===== src/hw/rtl/m3i_pkg.sv =====
// ----------------------------------------------------------------------------
// m3i_pkg
// Shared constants for the 3x3 matrix inverse unit: element counts, field
// widths, the cofactor index table and parameter defaults.
// ----------------------------------------------------------------------------
package m3i_pkg;

  // Parameter defaults for the top level.
  localparam int unsigned ELEM_WIDTH_DEF = 32;
  localparam int unsigned FRAC_BITS_DEF  = 16;

  // Every element travels in a 32-bit field on the stream buses.
  localparam int unsigned FIELD_W   = 32;
  localparam int unsigned NUM_ELEMS = 9;

  // Index of one of the nine elements or results.
  typedef logic [3:0] idx_t;
  localparam idx_t LAST_IDX = idx_t'(NUM_ELEMS - 1);

  // Adjugate entry k is a[p]*a[q] - a[r]*a[s], elements in row-major order.
  localparam idx_t ADJ_IDX [NUM_ELEMS][4] = '{
    '{4'd4, 4'd8, 4'd5, 4'd7}, '{4'd2, 4'd7, 4'd1, 4'd8}, '{4'd1, 4'd5, 4'd2, 4'd4},
    '{4'd5, 4'd6, 4'd3, 4'd8}, '{4'd0, 4'd8, 4'd2, 4'd6}, '{4'd2, 4'd3, 4'd0, 4'd5},
    '{4'd3, 4'd7, 4'd4, 4'd6}, '{4'd1, 4'd6, 4'd0, 4'd7}, '{4'd0, 4'd4, 4'd1, 4'd3}
  };

endpackage


===== src/hw/rtl/m3i_queue.sv =====
// ----------------------------------------------------------------------------
// m3i_queue
// Two-entry queue that decouples the cofactor front end from the divider.
// ----------------------------------------------------------------------------
module m3i_queue import m3i_pkg::*; #(
  parameter int unsigned DataWidth = NUM_ELEMS * FIELD_W
) (
  input  logic                 clk_i,
  input  logic                 rst_ni,
  input  logic                 push_valid_i,
  output logic                 push_ready_o,
  input  logic [DataWidth-1:0] push_data_i,
  output logic                 pop_valid_o,
  input  logic                 pop_ready_i,
  output logic [DataWidth-1:0] pop_data_o
);

  logic [DataWidth-1:0] mem_q [2];
  logic                 wr_ptr_q, rd_ptr_q;
  logic [1:0]           count_q;
  logic                 push, pop;

  assign push_ready_o = (count_q != 2'd2);
  assign pop_valid_o  = (count_q != 2'd0);
  assign push         = push_valid_i && push_ready_o;
  assign pop          = pop_ready_i && pop_valid_o;
  assign pop_data_o   = mem_q[rd_ptr_q];

  // Pointers and fill count.
  always_ff @(posedge clk_i or negedge rst_ni) begin
    if (!rst_ni) begin
      wr_ptr_q <= 1'b0;
      rd_ptr_q <= 1'b0;
      count_q  <= 2'd0;
    end else begin
      if (push) wr_ptr_q <= !wr_ptr_q;
      if (pop)  rd_ptr_q <= !rd_ptr_q;
      count_q <= count_q + {1'b0, push} - {1'b0, pop};
    end
  end

  // Storage.
  always_ff @(posedge clk_i) begin
    if (push) begin
      mem_q[wr_ptr_q] <= push_data_i;
    end
  end

endmodule


===== config.mk =====
export PLATFORM = sky130hd
export DESIGN_NAME = m3i_queue
export DESIGN_NICKNAME = d
export VERILOG_FILES = /design/src/hw/rtl/m3i_pkg.sv /design/src/hw/rtl/m3i_queue.sv
export SDC_FILE = /design/constraint.sdc
export NUM_CORES = 1
export LEC_CHECK = 0
export ABC_AREA = 1
export ABC_CLOCK_PERIOD_IN_PS = 15400
export CAP_MARGIN = 10
export CORE_MARGIN = 1
export CORE_UTILIZATION = 35
export CTS_CLUSTER_DIAMETER = 40
export DETAILED_ROUTE_END_ITERATION = 8
export DONT_BUFFER_PORTS = 1
export GPL_ROUTABILITY_DRIVEN = 0
export SLEW_MARGIN = 40
export SYNTH_ARGS = -nofsm -noshare
export SYNTH_HDL_FRONTEND = slang
export SYNTH_SLANG_ARGS = --single-unit

===== constraint.sdc =====
create_clock -name clk_i -period 15.4 [get_ports clk_i]
set_clock_uncertainty 0.2 [all_clocks]
set_input_delay 0.77 -clock clk_i [delete_from_list [all_inputs] [get_ports clk_i]]
set_output_delay 0.77 -clock clk_i [all_outputs]
set_load 0.02 [all_outputs]

==> flow_metrics.tcl, run 1 <==
set metrics [dict create \
    syn-mean-instance-area_um2 13.8 \
    grt_max_degree 130 \
    drt_iter0_markers 553 \
    cp-end-kind "primary output" \
    remaining_drc_errors 0 \
    yosysSeqAreaShare_pct 81.9 \
    stdcell_count 2412 \
    path_common_cell "nand2_1" \
    period_share_pct 28.6 \
    via_per_inst 4.67 \
    irDropWorstVdd_mv 0.169 \
    hold_violations 0 \
    fin_crit_ns 4.41 \
    hpwl_um 31600 \
    min_from "push_data_i[140]" \
    grt_setup_unrepaired "false" \
    portBuffers 0 \
    ys_types 14 \
    crit_path_max_fanout 129 \
    crit_type "flop to primary output" \
    firstDrtPassIters 5 \
    setup_violations 0 \
    cp_slowest_stage_delay_ns 0.74 \
    place_inst 2259 \
    ios 582 \
    ctsLongestPathBuffers 3 \
    grtUsageTotal_pct 14.7 \
    path_cells "buf_12, inv_8, buf_4, nand2_1, nand2_1" \
    crit_required_ns 14.43 \
    ys_ff_latch 580 \
    reg2reg_from "count_q[0]$_DFF_PN0_" \
    crit_family "buffers and inverters" \
    maxSlewViolCount 0 \
    finish.utilization_pct 41.6 \
    setup_slack_ns 10.99 \
    start_kind "flop" \
    dp_slack_ns 11.52 \
    layout.nets 1868 \
    crit_start "rd_ptr_q$_DFFE_PN0P_" \
    n_fill_cell 5306 \
    synth_top_cell_by_area "edfxtp_1" \
    routedWlPerCell_um 20.1 \
    synth_area_um2 21200 \
    rows 89 \
    grt_pass1_wl_um 67300 \
    critPathSlowestCell "buf_4" \
    max_freq_mhz 227 \
    holdWs_ns 0.0533 \
    post_cts_resized 0 \
    die_h_um 248 \
    numClockSinks 580 \
    clockRootBuffer "clkbuf_16" \
    path_clk_slew_ns 0.06 \
    cts-htree-levels 3 \
    cts_tree "built" \
    die_w_um 248 \
    drive_above_1_share_pct 9.15 \
    syn_to_final_growth_pct 16.5 \
    die-area_um2 61700 \
    syn_nets 1828 \
    clk_latency_ns 0.59 \
    status "completed" \
    grt_pass1_vias 11000 \
    leakage_nw 9.46 \
    hold_path.class "input pin to flop" \
    ys_warn_count 0 \
    slew_headroom_pct 47.1 \
    initial_core_util_pct 35.7 \
    drv_cap 0 \
    cp.arrival_ns 3.44 \
    powerDensity_nw_per_um2 230 \
    synthTopCellsByArea "edfxtp_1 81%, nand2_1 15%, buf_6 1.0%" \
    design.core.area_um2 59500 \
    dr_total_vias 11300 \
    synthCells 1535 \
    detail-route-antenna-nets 0 \
    tightest_slew_ns 0.794 \
    numCtsBuffers 79 \
    yosysTopAreaCellShare_pct 81.4 \
    gr-total-overflow 0 \
    path_buf_inv 3 \
    antenna_found_initial 0 \
    routed_wirelength_um 48500 \
    diodes 0 \
    final.setup.tns_ns 0 \
]
## per-stage QoR
| stage | total power [mW] | area [um^2] |
|---|---|---|
| floorplan | 3.74 | 21200 |
| global placement | 3.85 | 21900 |
| detailed placement | 3.89 | 21900 |
| CTS | 5.77 | 24700 |
| global route | 5.96 | 24800 |
| finish | 5.68 | 24800 |
## state kept, by name, indices dropped and copies added (netlist names)
name and count:
mem_q 576, rd_ptr_q 1, wr_ptr_q 1, count_q 2
## placed cells by master, fill, tap and decap left out
cell,instances
xor2_1,1
inv_1,7
ha_1,1
buf_4,4
clkinv_2,7
nand2_1,873
inv_16,1
nor2_1,3
o21ai_0,1
clkinv_16,1
edfxtp_1,576
dfrtp_1,3
nor2_4,2
clkbuf_1,6
a21oi_1,1
inv_8,6
nand3_1,2
dfrtp_4,1
buf_6,9
dlygate4sd3_1,8
buf_12,1
clkinvlp_4,10
inv_6,11
bufinv_16,11
clkinv_4,4
clkbuf_16,80
clkinv_1,7
clkinv_8,2
## cells by family after synthesis
kind of cell	count (synthesis)	synth area share, %
AND/OR/NAND/NOR	880	15.6
flip-flops	580	81.9
buffers and inverters	71	2.42
AO/OA/AOI/OAI	2	0.0471
XOR/XNOR	1	0.0412
adder cells (fa/ha/maj)	1	0.0589
## routing by layer
metal	share of wire, %	vias up	track usage [%]
met5	0	-	0
met4	3.5	0	6.94
met3	12	113	7.60
met2	50	475	25.1
met1	34	5374	14.9
li1	-	5290	-
## area by class of cell
cell class	count	area, um^2	area share, %
sequential	580	17400	70.3
inverter	8	37.5	0.152
tap	773	967	3.91
clock inverter	59	737	2.98
timing repair buffer	22	231	0.935
multi-input combinational	884	3350	13.5
clock buffer	86	2020	8.18
## report_power, final
part	internal [mW]	switching, mW
combinational	0.218	1.35
clock	1.16	0.706
sequential	2.16	0.0919
## synthesized netlist by cell type
cell type / instances
buf_2: 26
o21ai_0: 1
buf_4: 18
nand2_1: 873
edfxtp_1: 576
a21oi_1: 1
xor2_1: 1
nor2_1: 5
buf_6: 19
ha_1: 1
inv_1: 7
inv_6: 1
dfrtp_1: 4
nand3_1: 2
## path summary, 6_finish.rpt
kind | end | slack, ns | cells past startpoint
max in group asynchronous | rd_ptr_q$_DFFE_PN0P_ | 14.55 | 1
min reg2reg | count_q[0]$_DFF_PN0_ | 0.38 | 1
max reg2reg | mem_q[0][99]$_DFFE_PP_ | 11.78 | 6
max | pop_data_o[110] | 10.99 | 5
min | mem_q[1][140]$_DFFE_PP_ | 0.05 | 0
min in group asynchronous | wr_ptr_q$_DFFE_PN0P_ | 0.25 | 1
## repair_timing
action,CTS,global route
buffers inserted,0,0
endpoints found under the hold margin,17,0
hold buffers,8,0
Power figures use the tool's default switching activity.
==> inputs of run 2 (changes only) <==
--- a/config.mk
+++ b/config.mk
@@ -5,8 +5,8 @@
 export SDC_FILE = /design/constraint.sdc
 export NUM_CORES = 1
 export LEC_CHECK = 0
-export ABC_AREA = 1
-export ABC_CLOCK_PERIOD_IN_PS = 15400
+export ABC_AREA = 0
+export ABC_CLOCK_PERIOD_IN_PS = 3600
 export CAP_MARGIN = 10
 export CORE_MARGIN = 1
 export CORE_UTILIZATION = 35
==> constraint.sdc (replaced) <==
create_clock -name clk_i -period 3.6 [get_ports clk_i]
set_clock_uncertainty 0.2 [all_clocks]
set_input_delay 0.18 -clock clk_i [delete_from_list [all_inputs] [get_ports clk_i]]
set_output_delay 0.18 -clock clk_i [all_outputs]
set_load 0.02 [all_outputs]
==> run 2 against run 1 <==
Against the previous run: the flow now stops in 4_1_cts; synthesized area is 2.7% higher; synthesized cell count fell by 40%.
==> flow_metrics.tcl, run 2 <==
set metrics [dict create \
    ys.flop_type "edfxtp_1" \
    clockRootBuffer "clkbuf_16" \
    synthTopCellsByArea "edfxtp_1 79%, mux2_4 14%, mux2_2 4.5%" \
    synthArstFlopShare_pct 0.690 \
    synth_edf_count 576 \
    yosys-mux-area-fraction_pct 18.3 \
    ys_ff_latch 580 \
    placed_cell_area_um2 23000 \
    yosysTopAreaCellShare_pct 79.2 \
    die_h_um 252 \
    synth_top_cell_by_area "edfxtp_1" \
    place_inst 1764 \
    synthTopCellsByCount "576 x edfxtp_1, 200 x mux2_4, 88 x mux2_2" \
    status "did not finish" \
    synth_top_family_by_area "multiplexers" \
    synth-simple-area-share_pct 0.269 \
    synth.most_common_cell "edfxtp_1" \
    ctsLongestPathBuffers 3 \
    synth_xor_area_share_pct 0.120 \
    ys_types 19 \
    synthCells 918 \
    cts-htree-levels 3 \
    die_w_um 252 \
    initial_core_util_pct 35.4 \
    synth-compound-area-share_pct 0.109 \
    rows 91 \
    post_cts_resized 0 \
    ios 582 \
    numCtsBuffers 82 \
    synthAdderAreaFrac_pct 0.0573 \
    syn-mean-instance-area_um2 23.8 \
    numClockSinks 580 \
    stop_stage "4_1_cts" \
    cts_hold_buf 384 \
    synth_area_um2 21800 \
    tool.error "[ERROR RSZ-0060] Max buffer count reached." \
    yosysSeqAreaShare_pct 79.7 \
    cts_setup_buffers 0 \
    hpwl_um 30900 \
    portBuffers 0 \
    ys_warn_count 0 \
    syn_nets 1211 \
]
run 2: metrics by stage:
stage | TNS, ns | worst slack [ns]
2_1_floorplan | -890.76 | -1.93
3_3_place_gp | 0 | 1.31
3_5_place_dp | 0 | 1.27
run 2: cells by family after synthesis:
| family | Yosys count |
|---|---|
| flops | 580 |
| mux | 288 |
| buf+inv | 32 |
| simple gates | 11 |
| compound gates | 3 |
| xor+xnor | 3 |
| fa+ha+maj | 1 |
==> inputs of run 3 (changes only) <==
--- a/config.mk
+++ b/config.mk
@@ -6,14 +6,14 @@
 export NUM_CORES = 1
 export LEC_CHECK = 0
 export ABC_AREA = 0
-export ABC_CLOCK_PERIOD_IN_PS = 3600
+export ABC_CLOCK_PERIOD_IN_PS = 4680
 export CAP_MARGIN = 10
 export CORE_MARGIN = 1
-export CORE_UTILIZATION = 35
-export CTS_CLUSTER_DIAMETER = 40
+export CORE_UTILIZATION = 20
 export DETAILED_ROUTE_END_ITERATION = 8
 export DONT_BUFFER_PORTS = 1
 export GPL_ROUTABILITY_DRIVEN = 0
+export PLACE_DENSITY_LB_ADDON = 0.15
 export SLEW_MARGIN = 40
 export SYNTH_ARGS = -nofsm -noshare
 export SYNTH_HDL_FRONTEND = slang
==> constraint.sdc (replaced) <==
create_clock -name clk_i -period 4.68 [get_ports clk_i]
set_clock_uncertainty 0.2 [all_clocks]
set_input_delay 0.234 -clock clk_i [delete_from_list [all_inputs] [get_ports clk_i]]
set_output_delay 0.234 -clock clk_i [all_outputs]
set_load 0.02 [all_outputs]
==> run 3 against run 2 <==
Against the previous run: the flow now finishes without violations; synthesized cell count unchanged; synthesized area unchanged.
==> flow_metrics.tcl, run 3 <==
set metrics [dict create \
    dp_slack_ns 2.06 \
    reg_top3 "mem_q: 576 flops, count_q: 2 flops" \
    cp.arrival_ns 2.22 \
    die_w_um 332 \
    ys_warn_count 0 \
    hpwl_um 36000 \
    yosysTopAreaCellShare_pct 79.2 \
    synth_edf_count 576 \
    largest_reg_flops 576 \
    design.core.area_um2 108000 \
    crit_type "flop to primary output" \
    via_per_inst 3.59 \
    dr_total_vias 9862 \
    ys.flop_type "edfxtp_1" \
    drt_iter0_markers 424 \
    cts_hold_buf 293 \
    period_share_pct 56.7 \
    grt_setup_unrepaired "false" \
    remaining_drc_errors 0 \
    detail-route-antenna-nets 0 \
    place_inst 2325 \
    drive_above_1_share_pct 32.7 \
    crit_required_ns 4.25 \
    ios 582 \
    gr-total-overflow 0 \
    max_freq_mhz 377 \
    placed_cell_area_um2 23700 \
    cts_setup_buffers 0 \
    synth.most_common_cell "edfxtp_1" \
    post_cts_resized 0 \
    finish.utilization_pct 27.0 \
    grt_pass1_vias 10800 \
    irDropWorstVdd_mv 0.353 \
    initial_core_util_pct 20.3 \
    synth_top_cell_by_area "edfxtp_1" \
    maxSlewViolCount 0 \
    synth_area_um2 21800 \
    cts-htree-levels 3 \
    rows 120 \
    holdWs_ns 0.0706 \
    drv_cap 0 \
    grt_pass1_wl_um 75800 \
    portBuffers 0 \
    leakage_nw 10.1 \
    hold_path.class "input pin to flop" \
    antenna_found_initial 6 \
    syn-mean-instance-area_um2 23.8 \
    layout_common_cells "576 x edfxtp_1, 293 x dlygate4sd3_1, 200 x mux2_4, 88 x mux2_2, 75 x clkbuf_16" \
    layout.nets 1581 \
    stdcell_count 2749 \
    ys_ff_latch 580 \
    powerDensity_nw_per_um2 653 \
    n_fill_cell 10700 \
    synthArstFlopShare_pct 0.690 \
    ctsLongestPathBuffers 3 \
    yosysSeqAreaShare_pct 79.7 \
    start_kind "flop" \
    ys_types 19 \
    crit_path_max_fanout 60 \
    routed_wirelength_um 52700 \
    clockRootBuffer "clkbuf_16" \
    synthTopCellsByArea "edfxtp_1 79%, mux2_4 14%, mux2_2 4.5%" \
    clk_latency_ns 0.61 \
    grt_max_degree 71 \
    grtUsageTotal_pct 9.38 \
    cts_tree "built" \
    largest-register "mem_q" \
    final_common_cell "edfxtp_1" \
    final_cell_area_um2 29100 \
    path_clk_slew_ns 0.05 \
    fin_crit_ns 2.65 \
    numCtsBuffers 71 \
    routedWlPerCell_um 19.2 \
    hold_violations 0 \
    firstDrtPassIters 4 \
    cp-end-kind "primary output" \
    setup_violations 0 \
    synthTopCellsByCount "576 x edfxtp_1, 200 x mux2_4, 88 x mux2_2" \
    tightest_slew_ns 0.609 \
    setup_slack_ns 2.03 \
    die_h_um 332 \
    status "completed" \
    syn_to_final_growth_pct 33.2 \
    synthCells 918 \
    die-area_um2 110000 \
    syn_nets 1211 \
    slew_headroom_pct 59.3 \
    numClockSinks 580 \
]
run 3: cell counts after synthesis:
Identical to the previous run, type by type.
run 3: metal layers:
layer	vias to the layer above	GRT usage [%]	wire length (um)
met4	2	3.30	1390
li1	4431	-	-
met1	4957	9.75	19300
met2	386	16.4	27100
met3	86	4.54	4920
met5	-	0	13
run 3: final timing paths:
path	cells after the start	startpoint	to	slack, ns
min reg2reg	1	wr_ptr_q$_DFFE_PN0P_	wr_ptr_q$_DFFE_PN0P_	0.35
min	1	push_data_i[72]	mem_q[0][72]$_DFFE_PP_	0.07
max in group asynchronous	2	rst_ni	rd_ptr_q$_DFFE_PN0P_	3.86
min in group asynchronous	2	rst_ni	count_q[1]$_DFF_PN0_	0.23
max reg2reg	5	count_q[0]$_DFF_PN0_	mem_q[0][275]$_DFFE_PP_	2.10
max	2	rd_ptr_q$_DFFE_PN0P_	pop_data_o[126]	2.03
run 3: per-stage QoR:
step                      power [mW]  TNS, ns
final                           19.0        0
after global routing            19.9        0
after CTS                       19.5        0
after detailed placement        13.4        0
after global placement          13.4        0
after floorplan                 12.3  -268.68
run 3: cell type report:
class | instances | area, um^2 | area share [%]
Tap cell | 1403 | 1760 | 6.04
Antenna cell | 5 | 12.5 | 0.0430
Timing Repair Buffer | 329 | 3330 | 11.4
Clock inverter | 44 | 542 | 1.86
Sequential cell | 580 | 17400 | 59.8
Multi-Input combinational cell | 306 | 4140 | 14.2
Clock buffer | 82 | 1900 | 6.54
run 3: critical path, stage by stage (launching register included):
cell     delay (ns)
dfrtp_4        0.63
buf_12         0.40
mux2_4         0.40
run 3: cell families after synthesis:
kind of cell	after synthesis	synth area share (%)
flops	580	79.7
mux	288	18.3
buf+inv	32	1.45
simple gates	11	0.269
compound gates	3	0.109
xor+xnor	3	0.120
fa+ha+maj	1	0.0573
run 3: report_power, final:
group,switching (mW),internal [mW],leakage [nW]
clock,2.11,3.57,1.19
combinational,3.76,2.20,3.49
sequential,0.278,7.09,5.40
==> inputs of run 4 (changes only) <==
--- a/config.mk
+++ b/config.mk
@@ -6,7 +6,7 @@
 export NUM_CORES = 1
 export LEC_CHECK = 0
 export ABC_AREA = 0
-export ABC_CLOCK_PERIOD_IN_PS = 4680
+export ABC_CLOCK_PERIOD_IN_PS = 2500
 export CAP_MARGIN = 10
 export CORE_MARGIN = 1
 export CORE_UTILIZATION = 20
==> constraint.sdc (replaced) <==
create_clock -name clk_i -period 2.5 [get_ports clk_i]
set_clock_uncertainty 0.2 [all_clocks]
set_input_delay 0.125 -clock clk_i [delete_from_list [all_inputs] [get_ports clk_i]]
set_output_delay 0.125 -clock clk_i [all_outputs]
set_load 0.02 [all_outputs]
==> run 4 against run 3 <==
Against the previous run: the flow now stops in 4_1_cts; synthesized cell count is the same; synthesized area stayed put.
==> flow_metrics.tcl, run 4 <==
set metrics [dict create \
    synthTopCellsByArea "edfxtp_1 79%, mux2_4 14%, mux2_2 4.5%" \
    synthCells 918 \
    synth_edf_count 576 \
    hpwl_um 37100 \
    ys_ff_latch 580 \
    yosysTopAreaCellShare_pct 79.2 \
    cts_setup_buffers 0 \
    synth-simple-area-share_pct 0.269 \
    ys_warn_count 0 \
    post_cts_resized 3 \
    ios 582 \
    synth.most_common_cell "edfxtp_1" \
    syn_nets 1211 \
    synth-compound-area-share_pct 0.109 \
    clockRootBuffer "clkbuf_16" \
    numClockSinks 580 \
    yosysSeqAreaShare_pct 79.7 \
    tool.error "[ERROR RSZ-0060] Max buffer count reached." \
    numCtsBuffers 70 \
    placed_cell_area_um2 23900 \
    die_w_um 332 \
    synth_xor_area_share_pct 0.120 \
    initial_core_util_pct 20.3 \
    ys_types 19 \
    portBuffers 0 \
    synthAdderAreaFrac_pct 0.0573 \
    synthTopCellsByCount "576 x edfxtp_1, 200 x mux2_4, 88 x mux2_2" \
    synth_top_family_by_area "multiplexers" \
    synth_top_cell_by_area "edfxtp_1" \
    cts_hold_buf 493 \
    die_h_um 332 \
    status "did not finish" \
    rows 120 \
    ys.flop_type "edfxtp_1" \
    ctsLongestPathBuffers 3 \
    synth_area_um2 21800 \
    dp_slack_ns 0.465 \
    synthArstFlopShare_pct 0.690 \
    syn-mean-instance-area_um2 23.8 \
    stop_stage "4_1_cts" \
    cts-htree-levels 3 \
    yosys-mux-area-fraction_pct 18.3 \
]
run 4: cell counts after synthesis:
No cell type changed its count.
run 4: logic make-up after synthesis:
family | Yosys count
adders and majority gates | 1
DFF | 580
muxes | 288
xor gates and xnor gates | 3
AOI/OAI and AO/OA | 3
buffers and inverters | 32
and+or+nand+nor | 11
run 4: through the flow:
step	TNS [ns]	cells
after floorplan	-1524.36	918
after global placement	0	2337
after detailed placement	0	2337
